## src/edcd_pkg.sv

```systemverilog
package edcd_pkg;

    localparam int TICK_W   = 22;
    localparam int DAY_W    = 17;
    localparam int DIGIT_W  = 4;
    localparam int SEG_W    = 7;
    localparam int S_DATA_W = 24;
    localparam int M_DATA_W = 56;
    localparam int M_USER_W = 2;

    localparam logic [TICK_W-1:0] TICKS_RESET = 22'd2685249;
    localparam logic [DAY_W-1:0]  DAY_MAX     = 17'd99999;

    // Place weights
    localparam logic [DAY_W-1:0] W_TEN_THOUSANDS = 17'd10000;
    localparam logic [DAY_W-1:0] W_THOUSANDS     = 17'd1000;
    localparam logic [DAY_W-1:0] W_HUNDREDS      = 17'd100;
    localparam logic [DAY_W-1:0] W_TENS          = 17'd10;

    // Input item kinds carried on s_tuser
    typedef enum logic {
        MODE_TICK = 1'b0,
        MODE_LOAD = 1'b1
    } mode_t;

    // Status flags that travel with each day value
    typedef struct packed {
        logic saturated;
        logic new_day;
    } day_flags_t;

    // Common-cathode pattern, bit order gcdebfa
    function automatic logic [SEG_W-1:0] seg_of(input logic [DIGIT_W-1:0] d);
        logic [SEG_W-1:0] pat;
        unique case (d)
            4'd0:    pat = 7'h3F;
            4'd1:    pat = 7'h24;
            4'd2:    pat = 7'h5D;
            4'd3:    pat = 7'h75;
            4'd4:    pat = 7'h66;
            4'd5:    pat = 7'h73;
            4'd6:    pat = 7'h7B;
            4'd7:    pat = 7'h25;
            4'd8:    pat = 7'h7F;
            4'd9:    pat = 7'h77;
            default: pat = 7'h00;
        endcase
        return pat;
    endfunction

    // Decimal digit of value at weight: nine parallel compares against
    // constant multiples, result capped at 9
    function automatic logic [DIGIT_W-1:0] digit_of(input logic [DAY_W-1:0] value,
                                                   input logic [DAY_W-1:0] weight);
        logic [DIGIT_W-1:0] d;
        d = '0;
        for (int k = 1; k <= 9; k++) begin
            if (32'(value) >= 32'(k) * 32'(weight)) begin
                d = DIGIT_W'(k);
            end
        end
        return d;
    endfunction

endpackage

```

## src/edcd_decode.sv

```systemverilog
module edcd_decode (
    input  logic                           aclk,
    input  logic                           aresetn,
    // day value from the counter stage
    input  logic                           in_valid,
    output logic                           in_ready,
    input  logic [edcd_pkg::DAY_W-1:0]     in_day,
    input  edcd_pkg::day_flags_t           in_flags,
    // result stream
    output logic                           m_tvalid,
    input  logic                           m_tready,
    // day_total, seg_ten_thousands, seg_thousands, seg_hundreds,
    // seg_tens, seg_units, zero fill
    output logic [edcd_pkg::M_DATA_W-1:0]  m_tdata,
    // new_day, day_saturated
    output logic [edcd_pkg::M_USER_W-1:0]  m_tuser
);
    import edcd_pkg::*;

    // Split stage: upper two digits and remainder below 1000
    logic                 sp_valid_reg;
    logic [DAY_W-1:0]     sp_day_reg;
    day_flags_t           sp_flags_reg;
    logic [DIGIT_W-1:0]   sp_d4_reg;
    logic [DIGIT_W-1:0]   sp_d3_reg;
    logic [9:0]           sp_rem_reg;

    logic [DIGIT_W-1:0]   d4_next;
    logic [DIGIT_W-1:0]   d3_next;
    logic [DAY_W-1:0]     rem4;
    logic [DAY_W-1:0]     rem3;
    logic                 sp_ready;

    // Output register
    logic                 out_valid_reg;
    logic [M_DATA_W-1:0]  out_data_reg;
    logic [M_USER_W-1:0]  out_user_reg;
    logic [M_DATA_W-1:0]  out_data_next;
    logic                 out_ready;

    logic [DIGIT_W-1:0]   d2;
    logic [DIGIT_W-1:0]   d1;
    logic [DIGIT_W-1:0]   d0;
    logic [DAY_W-1:0]     rem_low;
    logic [DAY_W-1:0]     rem2;
    logic [DAY_W-1:0]     rem1;
    logic                 lead4;
    logic                 lead3;
    logic                 lead2;
    logic                 lead1;
    logic                 lead0;

    assign out_ready = !out_valid_reg || m_tready;
    assign sp_ready  = !sp_valid_reg || out_ready;
    assign in_ready  = sp_ready;

    // Ten-thousands and thousands places
    always_comb begin
        d4_next = digit_of(in_day, W_TEN_THOUSANDS);
        rem4    = in_day - DAY_W'(DAY_W'(d4_next) * W_TEN_THOUSANDS);
        d3_next = digit_of(rem4, W_THOUSANDS);
        rem3    = rem4 - DAY_W'(DAY_W'(d3_next) * W_THOUSANDS);
    end

    always_ff @(posedge aclk) begin
        if (!aresetn) begin
            sp_valid_reg <= 1'b0;
        end else if (sp_ready) begin
            sp_valid_reg <= in_valid;
        end
    end

    always_ff @(posedge aclk) begin
        if (sp_ready && in_valid) begin
            sp_day_reg   <= in_day;
            sp_flags_reg <= in_flags;
            sp_d4_reg    <= d4_next;
            sp_d3_reg    <= d3_next;
            sp_rem_reg   <= rem3[9:0];
        end
    end

    // Lower three places, leading-zero blanking and segment lookup
    always_comb begin
        rem_low = DAY_W'(sp_rem_reg);
        d2      = digit_of(rem_low, W_HUNDREDS);
        rem2    = rem_low - DAY_W'(DAY_W'(d2) * W_HUNDREDS);
        d1      = digit_of(rem2, W_TENS);
        rem1    = rem2 - DAY_W'(DAY_W'(d1) * W_TENS);
        d0      = rem1[DIGIT_W-1:0];

        lead4 = (sp_d4_reg == '0);
        lead3 = lead4 && (sp_d3_reg == '0);
        lead2 = lead3 && (d2 == '0);
        lead1 = lead2 && (d1 == '0);
        lead0 = lead1 && (d0 == '0);

        out_data_next        = '0;
        out_data_next[16:0]  = sp_day_reg;
        out_data_next[23:17] = lead4 ? '0 : seg_of(sp_d4_reg);
        out_data_next[30:24] = lead3 ? '0 : seg_of(sp_d3_reg);
        out_data_next[37:31] = lead2 ? '0 : seg_of(d2);
        out_data_next[44:38] = lead1 ? '0 : seg_of(d1);
        out_data_next[51:45] = lead0 ? '0 : seg_of(d0);
    end

    always_ff @(posedge aclk) begin
        if (!aresetn) begin
            out_valid_reg <= 1'b0;
        end else if (out_ready) begin
            out_valid_reg <= sp_valid_reg;
        end
    end

    always_ff @(posedge aclk) begin
        if (out_ready && sp_valid_reg) begin
            out_data_reg <= out_data_next;
            out_user_reg <= {sp_flags_reg.saturated, sp_flags_reg.new_day};
        end
    end

    assign m_tvalid = out_valid_reg;
    assign m_tdata  = out_data_reg;
    assign m_tuser  = out_user_reg;

endmodule

```

## src/elapsed_day_counter_display.sv

```systemverilog
// An accepted transaction passes the counter stage, digit-split stage and
// output register in turn to m_tdata. Throughput: one transaction per cycle
// with m_tready high; each stage holds one item, stalling independently.
// Reset (aresetn low, synchronous) clears tick and day counts, empties the
// pipeline and loads ticks_per_day with 2685249.
module elapsed_day_counter_display (
    input  logic                            aclk,
    input  logic                            aresetn,
    // configuration: ticks_per_day
    input  logic                            cfg_valid,
    output logic                            cfg_ready,
    input  logic [edcd_pkg::TICK_W-1:0]     cfg_data,
    // input stream
    input  logic                            s_tvalid,
    output logic                            s_tready,
    // load_value, zero fill
    input  logic [edcd_pkg::S_DATA_W-1:0]   s_tdata,
    // mode
    input  logic                            s_tuser,
    // result stream
    output logic                            m_tvalid,
    input  logic                            m_tready,
    // day_total, seg_ten_thousands, seg_thousands, seg_hundreds,
    // seg_tens, seg_units, zero fill
    output logic [edcd_pkg::M_DATA_W-1:0]   m_tdata,
    // new_day, day_saturated
    output logic [edcd_pkg::M_USER_W-1:0]   m_tuser
);
    import edcd_pkg::*;

    logic [TICK_W-1:0]  period_reg;
    logic [TICK_W-1:0]  tick_count_reg;
    logic [TICK_W-1:0]  tick_count_next;
    logic [DAY_W-1:0]   day_count_reg;
    logic [DAY_W-1:0]   day_count_next;
    logic               new_day_next;
    logic [TICK_W:0]    tick_inc;
    logic [DAY_W-1:0]   load_value;
    logic               accept;

    // Counter stage register toward the decoder
    logic               cs_valid_reg;
    logic [DAY_W-1:0]   cs_day_reg;
    day_flags_t         cs_flags_reg;
    logic               cs_ready;
    logic               dec_ready;

    assign cfg_ready = 1'b1;

    always_ff @(posedge aclk) begin
        if (!aresetn) begin
            period_reg <= TICKS_RESET;
        end else if (cfg_valid) begin
            period_reg <= cfg_data;
        end
    end

    assign cs_ready   = !cs_valid_reg || dec_ready;
    assign s_tready   = cs_ready;
    assign accept     = s_tvalid && cs_ready;
    assign load_value = s_tdata[DAY_W-1:0];

    // Tick and day count update
    always_comb begin
        tick_inc        = {1'b0, tick_count_reg} + 1'b1;
        tick_count_next = tick_count_reg;
        day_count_next  = day_count_reg;
        new_day_next    = 1'b0;
        unique case (mode_t'(s_tuser))
            MODE_LOAD: begin
                day_count_next = (load_value > DAY_MAX) ? DAY_MAX : load_value;
            end
            MODE_TICK: begin
                if (tick_inc >= {1'b0, period_reg}) begin
                    tick_count_next = '0;
                    if (day_count_reg < DAY_MAX) begin
                        day_count_next = day_count_reg + 1'b1;
                        new_day_next   = 1'b1;
                    end else begin
                        day_count_next = DAY_MAX;
                    end
                end else begin
                    tick_count_next = tick_inc[TICK_W-1:0];
                end
            end
            default: ;
        endcase
    end

    always_ff @(posedge aclk) begin
        if (!aresetn) begin
            tick_count_reg <= '0;
            day_count_reg  <= '0;
            cs_valid_reg   <= 1'b0;
        end else begin
            if (accept) begin
                tick_count_reg <= tick_count_next;
                day_count_reg  <= day_count_next;
            end
            if (cs_ready) begin
                cs_valid_reg <= s_tvalid;
            end
        end
    end

    always_ff @(posedge aclk) begin
        if (accept) begin
            cs_day_reg             <= day_count_next;
            cs_flags_reg.new_day   <= new_day_next;
            cs_flags_reg.saturated <= (day_count_next >= DAY_MAX);
        end
    end

    edcd_decode u_decode (
        .aclk     (aclk),
        .aresetn  (aresetn),
        .in_valid (cs_valid_reg),
        .in_ready (dec_ready),
        .in_day   (cs_day_reg),
        .in_flags (cs_flags_reg),
        .m_tvalid (m_tvalid),
        .m_tready (m_tready),
        .m_tdata  (m_tdata),
        .m_tuser  (m_tuser)
    );

endmodule
```

## config.mk

```make
export PLATFORM = sky130hd
export DESIGN_NAME = elapsed_day_counter_display
export DESIGN_NICKNAME = d
export VERILOG_FILES = /design/src/edcd_pkg.sv /design/src/edcd_decode.sv /design/src/elapsed_day_counter_display.sv
export SDC_FILE = /design/constraint.sdc
export NUM_CORES = 1
export LEC_CHECK = 0
export BUFFER_PORTS_ARGS = -buffer_cell sky130_fd_sc_hd__buf_4
export CORE_ASPECT_RATIO = 2
export CORE_MARGIN = 4
export CORE_UTILIZATION = 45
export DETAILED_ROUTE_END_ITERATION = 8
export PLACE_DENSITY = 0.7
export SYNTH_ARGS = -nofsm -noshare
export SYNTH_HDL_FRONTEND = slang
export SYNTH_SLANG_ARGS = --single-unit
```

## constraint.sdc

```tcl
create_clock -name aclk -period 11.63 [get_ports aclk]
set_input_delay 1.163 -clock aclk [delete_from_list [all_inputs] [get_ports aclk]]
set_output_delay 1.163 -clock aclk [all_outputs]
set_load 0.03 [all_outputs]
```

==> impl_metrics.csv, run 1 <==
group,metric,value,unit
global_routing,antenna_found_initial,0,
clock_tree,cts.sinks,171,
logic_synthesis,synth_seq_cells,171,
floorplan,design.core.area,24600,µm²
setup_path,cp.depth,30,
pwr,max-vdd-ir-drop,0.000235,V
setup_path,rr_worst_depth,30,
detailed_routing,post_drt_wl_per_cell,15.7,µm
timing,hold_violations,0,
setup_path,critPathMaxStageDelay,0.71,ns
pwr,power_switching,1.79,mW
finish,largest_reg_flops,52,
setup_path,startpoint,"cs_day_reg[7]",
global_routing,grt_usage,18.9,%
setup_path,cp.arrival,9.75,ns
pwr,power_leakage,5.35,nW
logic_synthesis,syn_avg_cell_area,9.34,µm²
timing,fin_ws,2.06,ns
setup_path,reg2reg_to,"u_decode.sp_rem_reg[9]",
timing,fmax,104,MHz
flow_run,maxCapViolations,0,
clock_tree,cts_resized,0,
place,portBuffers,100,
timing,worst_slew_pin_slew,1.08,ns
clock_tree,cts_root_buf,"clkbuf_16",
clock_tree,cts_tree,"done",
place,dp_cells,1608,
floorplan,die_area,27900,µm²
clock_tree,cts_hold_buf,0,
logic_synthesis,synthTopCellsByArea,"edfxtp_1 28%, ha_1 12%, dfxtp_1 11%, nor2_1 4.1%, a21oi_1 4.0%",
logic_synthesis,synth_top_area_share,28.4,%
timing,final_max_slew_viol_count,0,
detailed_routing,drt-total-wl,25700,µm
floorplan,initial_core_util,45.9,%
pwr,p_sw_share,45.3,%
setup_path,reg2reg_from,"cs_day_reg[7]",
setup_path,critical_path_class,"flop to flop",
logic_synthesis,synth-edff-count,107,
clock_tree,numCtsBuffers,17,
detailed_routing,ant_nets,0,
timing,tns,0,ns
setup_path,cpMostUsedCell,"ha_1",
setup_path,cpMaxStageDelayCell,"o31ai_1",
min_path,hold_class,"flop to flop",
setup_path,crit_end,"u_decode.sp_rem_reg[9]",
global_routing,grt_max_degree,55,
logic_synthesis,synth_top_cell_by_area,"edfxtp_1",
logic_synthesis,synthArstFlopShare,0,%
timing,relSlewSlack,27.8,%
pwr,p_int,2.16,mW
global_routing,overflow,0,
logic_synthesis,yosysMostFrequentCell,"nor2_1",
clock_tree,cts_setup_buffers,0,
clock_tree,clk_pin_slew,0.06,ns
clock_tree,clkLatencyLatePin,0.45,ns
detailed_routing,drc,0,
timing,finClkSkew,0.0100,ns
timing,fin_crit_sh,82.3,%
pwr,pwr-share-seq,21.6,%
detailed_routing,first_pass_iters,5,
pwr,combPwrFrac,64.2,%
floorplan,rows,81,
detailed_routing,num_vias,9166,
detailed_routing,drt_iter0_markers,440,
setup_path,path_max_fanout,7,
place,gp_congestion,0.932,
timing,rsz0062_at_grt,"no",
floorplan,boundaryPins,113,
logic_synthesis,ys_top_cells_by_count,"123 x nor2_1, 110 x ha_1, 107 x edfxtp_1",
detailed_routing,wl_met1,9070,µm
setup_path,path_buf_inv,3,
global_routing,grt_pass1_vias,9027,
setup_path,critPathTopFamily,"adder cells",
timing,setup_viol,0,
setup_path,critPathRequiredTime,11.81,ns
setup_path,endpoint_kind,"flop",
clock_tree,cts-htree-levels,4,
global_routing,grt_first_pass_wirelength,42500,µm
pwr,clock_power_share,14.2,%
detailed_routing,met3WireLength,1110,µm
logic_synthesis,synth-main-ff-cell,"edfxtp_1",
detailed_routing,highest_layer,"met4",
finish,insertedDiodeCount,0,
floorplan,dieWidth,120,µm
finish,area_delta_synth_final,14.4,%
detailed_routing,wl_met2,14400,µm
timing,holdWs,0.417,ns
detailed_routing,viasPerCell,5.59,
place,dp_slack,2.00,ns
clock_tree,clock_path_buffers,2,
logic_synthesis,netlist_instances,1210,
setup_path,worst-r2r-setup-slack,2.06,ns
timing,period_minus_slack,9.57,ns
logic_synthesis,synth.distinct_cells,81,
logic_synthesis,synth_seq_area_share,39.8,%
setup_path,startpoint_type,"flop",
finish,drive_above_1_share,12.6,%
outcome,status,"finished clean",
place,place_hpwl,20000,µm
pwr,powerDensity,305,nW/µm²
finish,final_cells,1640,
floorplan,die_h,232,µm
logic_synthesis,yosysWarnings,0,
finish,nets,1469,
logic_synthesis,synth_area,11300,µm²
power by group through the flow:
| stage | registers [mW] | clock network [mW] | logic (mW) |
|---|---|---|---|
| after floorplan | 0.877 | 0 | 2.00 |
| after global placement | 0.863 | 0 | 2.45 |
| after detailed placement | 0.864 | 0 | 2.51 |
| after CTS | 0.851 | 0.574 | 2.52 |
| after global routing | 0.859 | 0.599 | 2.83 |
| final | 0.851 | 0.562 | 2.53 |
stage by stage:
step	total power, mW	area [µm²]	util [%]
global route	4.28	12900	52.5
finish	3.95	12900	52.5
floorplan	2.88	11300	-
CTS	3.95	12900	52.5
global placement	3.31	12400	50.2
detailed placement	3.37	12400	50.2
kinds of logic after synthesis:
group,count (synthesis),share of synthesized area (%)
and+or+nand+nor,385,16.3
xor gates and xnor gates,64,5.21
adders and majority gates,122,14.3
other,2,0.0664
DFF,171,39.8
AOI/OAI and AO/OA,305,17.6
buffers and inverters,140,4.95
muxes,21,1.88
cells in the final DEF (no fill, tap or decap), drive strengths merged, types with 13 or more instances in the layout:
cell and instances:
nor2 123, ha 110, edfxtp 107, buf 106, inv 102, nand2 96, a21oi 91, dfxtp 64
o21ai 64, xnor2 32, nor3 31, nand3 30, xor2 30, clkbuf 21, mux2i 19, a31oi 18
and3 17, o21a 16, nand2b 14, o211ai 14, nand4 14, a211oi 13, nor2b 13
worst min path at each step:
stage | start | endpoint | slack, ns | cells after the start
6_report | u_decode.sp_day_reg[11] | u_decode.m_tdata[11] | 0.42 | 0
4_1_cts | u_decode.sp_day_reg[11] | u_decode.m_tdata[11] | 0.42 | 0
3_5_place_dp | u_decode.sp_day_reg[11] | u_decode.m_tdata[11] | 0.40 | 0
5_1_grt | u_decode.sp_day_reg[4] | u_decode.m_tdata[4] | 0.43 | 0
2_1_floorplan | u_decode.sp_day_reg[10] | u_decode.m_tdata[10] | 0.40 | 0
3_3_place_gp | cs_flags_reg[0] | u_decode.sp_flags_reg[0] | 0.41 | 0
cell type report:
| type | instances | area [µm²] |
|---|---|---|
| Multi-Input combinational cell | 902 | 6280 |
| Clock buffer | 21 | 482 |
| Clock inverter | 11 | 105 |
| Timing Repair Buffer | 106 | 796 |
| Tap cell | 332 | 415 |
| Inverter | 97 | 364 |
| Sequential cell | 171 | 4490 |
| Fill cell | 2254 | 11700 |
worst register-to-register path: cells and delay by family (launching register included):
kind | cells | cell delay [ns]
fa+ha+maj | 8 | 3.23
compound gates | 11 | 3.16
simple gates | 4 | 1.20
buf+inv | 3 | 0.59
flops | 1 | 0.51
xor+xnor | 3 | 0.32
mux | 1 | 0.30
layer usage:
layer / vias up / global-route usage [%]
met5: - / 0
met4: 0 / 9.97
met3: 73 / 3.27
met2: 267 / 37.1
met1: 4293 / 18.2
li1: 4533 / -
No activity file was read; power rests on OpenSTA's default activity.
==> run 2: changes to the inputs <==
==> constraint.sdc (replaced) <==
create_clock -name aclk -period 9.65 [get_ports aclk]
set_input_delay 0.965 -clock aclk [delete_from_list [all_inputs] [get_ports aclk]]
set_output_delay 0.965 -clock aclk [all_outputs]
set_load 0.03 [all_outputs]
==> run 2 against run 1 <==
First-iteration DRC count decreased by 20%. Clock power increased by 22%. Wire length increased by 0.82%. Fmax increased by 12%. Worst hold slack improved by 0.00071 ns. Power increased by 21%. Via count increased by 0.49%. Sequential share of layout area decreased by 0.074 points. Critical path depth increased by 4. Cell count increased by 0.12%. Global-route usage about the same. Die area unchanged.
==> impl_metrics.csv, run 2 (same netlist as run 1, synthesis figures left out) <==
group,metric,value,unit
floorplan,design.core.area,24600,µm²
clock_tree,clock_path_buffers,2,
floorplan,die_area,27900,µm²
detailed_routing,post_drt_wl_per_cell,15.8,µm
setup_path,critical_path_class,"flop to flop",
timing,final_max_slew_viol_count,0,
setup_path,critPathRequiredTime,9.82,ns
global_routing,antenna_found_initial,0,
setup_path,cp.arrival,8.74,ns
setup_path,rr_worst_depth,34,
setup_path,startpoint_type,"flop",
detailed_routing,drt-total-wl,25900,µm
clock_tree,cts-htree-levels,4,
timing,period_minus_slack,8.57,ns
finish,seq_area,4490,µm²
min_path,whs_path_depth,0,
finish,final_common_cell,"nor2_1",
finish,final_cell_mix,"123 x nor2_1, 110 x ha_1, 108 x buf_4",
floorplan,dieWidth,120,µm
min_path,hp-start,"u_decode.sp_flags_reg[1]",
flow_run,maxCapViolations,0,
timing,finClkSkew,0.0107,ns
detailed_routing,drc,0,
detailed_routing,drt_iter0_markers,354,
timing,fin_crit_sh,88.8,%
global_routing,grt_usage,18.8,%
finish,drive_above_1_share,12.5,%
pwr,max-vdd-ir-drop,0.000298,V
clock_tree,numCtsBuffers,17,
finish,insertedDiodeCount,0,
setup_path,endpoint_kind,"flop",
place,dp_cells,1610,
finish,multiInputGateArea,6280,µm²
setup_path,cpMaxStageDelayCell,"or4b_2",
detailed_routing,viasPerCell,5.61,
min_path,min_to,"u_decode.m_tuser[1]",
finish,nFillCells,2237,
detailed_routing,first_pass_iters,6,
clock_tree,cts_resized,0,
global_routing,overflow,0,
detailed_routing,ant_nets,0,
finish,final_cells,1642,
detailed_routing,num_vias,9211,
timing,worst_slew_pin_slew,1.09,ns
timing,rsz0062_at_grt,"no",
clock_tree,cts.sinks,171,
clock_tree,cts_tree,"done",
global_routing,met2_usage,36.9,%
global_routing,met1_usage,18.5,%
finish,area_delta_synth_final,14.7,%
outcome,status,"finished clean",
floorplan,boundaryPins,113,
clock_tree,cts_root_buf,"clkbuf_16",
place,gp_congestion,0.935,
timing,relSlewSlack,26.9,%
timing,hold_violations,0,
setup_path,path_max_fanout,7,
floorplan,rows,81,
global_routing,grt_max_degree,55,
clock_tree,cts_setup_buffers,0,
global_routing,grt_first_pass_wirelength,42600,µm
finish,largest_reg_flops,52,
pwr,power_leakage,5.36,nW
place,portBuffers,100,
timing,setup_viol,0,
global_routing,grt_pass1_vias,9037,
clock_tree,clkLatencyLatePin,0.44,ns
setup_path,worst-r2r-setup-slack,1.08,ns
finish,nets,1471,
setup_path,reg2reg_to,"u_decode.sp_rem_reg[9]",
setup_path,critPathMaxStageDelay,0.59,ns
min_path,hold_class,"flop to flop",
floorplan,initial_core_util,45.9,%
global_routing,grt-busiest-layer,"met2",
place,place_hpwl,20100,µm
timing,fmax,117,MHz
timing,tns,0,ns
pwr,powerDensity,369,nW/µm²
clock_tree,cts_hold_buf,0,
floorplan,die_h,232,µm
global_routing,grtUsageMet3,3.44,%
clock_tree,clk_pin_slew,0.06,ns
setup_path,reg2reg_from,"cs_day_reg[7]",
-- run 2: changes by cell type in the layout (fill, tap and decap cells not counted) --
cell,before,now
clkbuf_16,18,21
buf_4,106,108
clkbuf_1,1,3
bufinv_16,1,0
clkbuf_8,2,1
clkinv_2,2,1
clkinv_4,1,2
clkinvlp_4,2,1
inv_1,94,95
inv_4,2,1
inv_6,2,1
inv_8,1,0
-- run 2: worst max-delay path, delay by kind of cell, from the launching register on --
family,cells,cell delay (ns)
flip-flops,1,0.50
adder cells (fa/ha/maj),8,3.24
multiplexers,1,0.29
AO/OA/AOI/OAI,12,2.11
AND/OR/NAND/NOR,6,1.36
buffers and inverters,4,0.48
XOR/XNOR,3,0.31
-- run 2: how the worst max path moves through the flow --
stage,from,slack (ns),cells past startpoint,end
after global routing,cs_day_reg[7],0.53,32,u_decode.sp_rem_reg[9]
after detailed placement,cs_day_reg[7],1.17,34,u_decode.sp_rem_reg[9]
after floorplan,cs_day_reg[9],1.53,29,u_decode.sp_rem_reg[9]
after global placement,cs_day_reg[7],1.23,32,u_decode.sp_rem_reg[9]
after CTS,cs_day_reg[7],1.15,34,u_decode.sp_rem_reg[9]
final,cs_day_reg[7],1.08,34,u_decode.sp_rem_reg[9]
-- run 2: cell type report --
class	count	area share (%)
multi-input combinational	902	48.5
sequential	171	34.7
timing repair buffer	108	6.25
clock buffer	25	4.25
tap	332	3.20
inverter	97	2.81
clock inverter	7	0.376
-- run 2: layer usage --
metal / up-vias / routed length, µm / part of all wire [%]
met3: 74 / 1040 / 4.0
met1: 4346 / 9340 / 36
met5: - / 0 / 0
li1: 4540 / - / -
met4: 0 / 1020 / 3.9
met2: 251 / 14500 / 56
-- run 2: where the power goes --
group	internal, mW	switching, mW	leakage [nW]	total (mW)
registers	0.954	0.0722	1.51	1.03
logic	1.27	1.81	3.56	3.08
clock network	0.399	0.286	0.296	0.684
total	2.62	2.17	5.36	4.79
-- run 2: metrics by stage --
stage               total power [mW]  setup WS (ns)  cell area, µm²  utilization, %  hold slack (ns)
global placement                3.99           1.23           12400            50.2            0.401
finish                          4.79           1.08           13000            52.6            0.417
floorplan                       3.47           1.53           11300               -            0.400
global route                    5.17          0.532           13000            52.6            0.432
CTS                             4.79           1.15           13000            52.6            0.420
detailed placement              4.09           1.17           12400            50.2            0.405
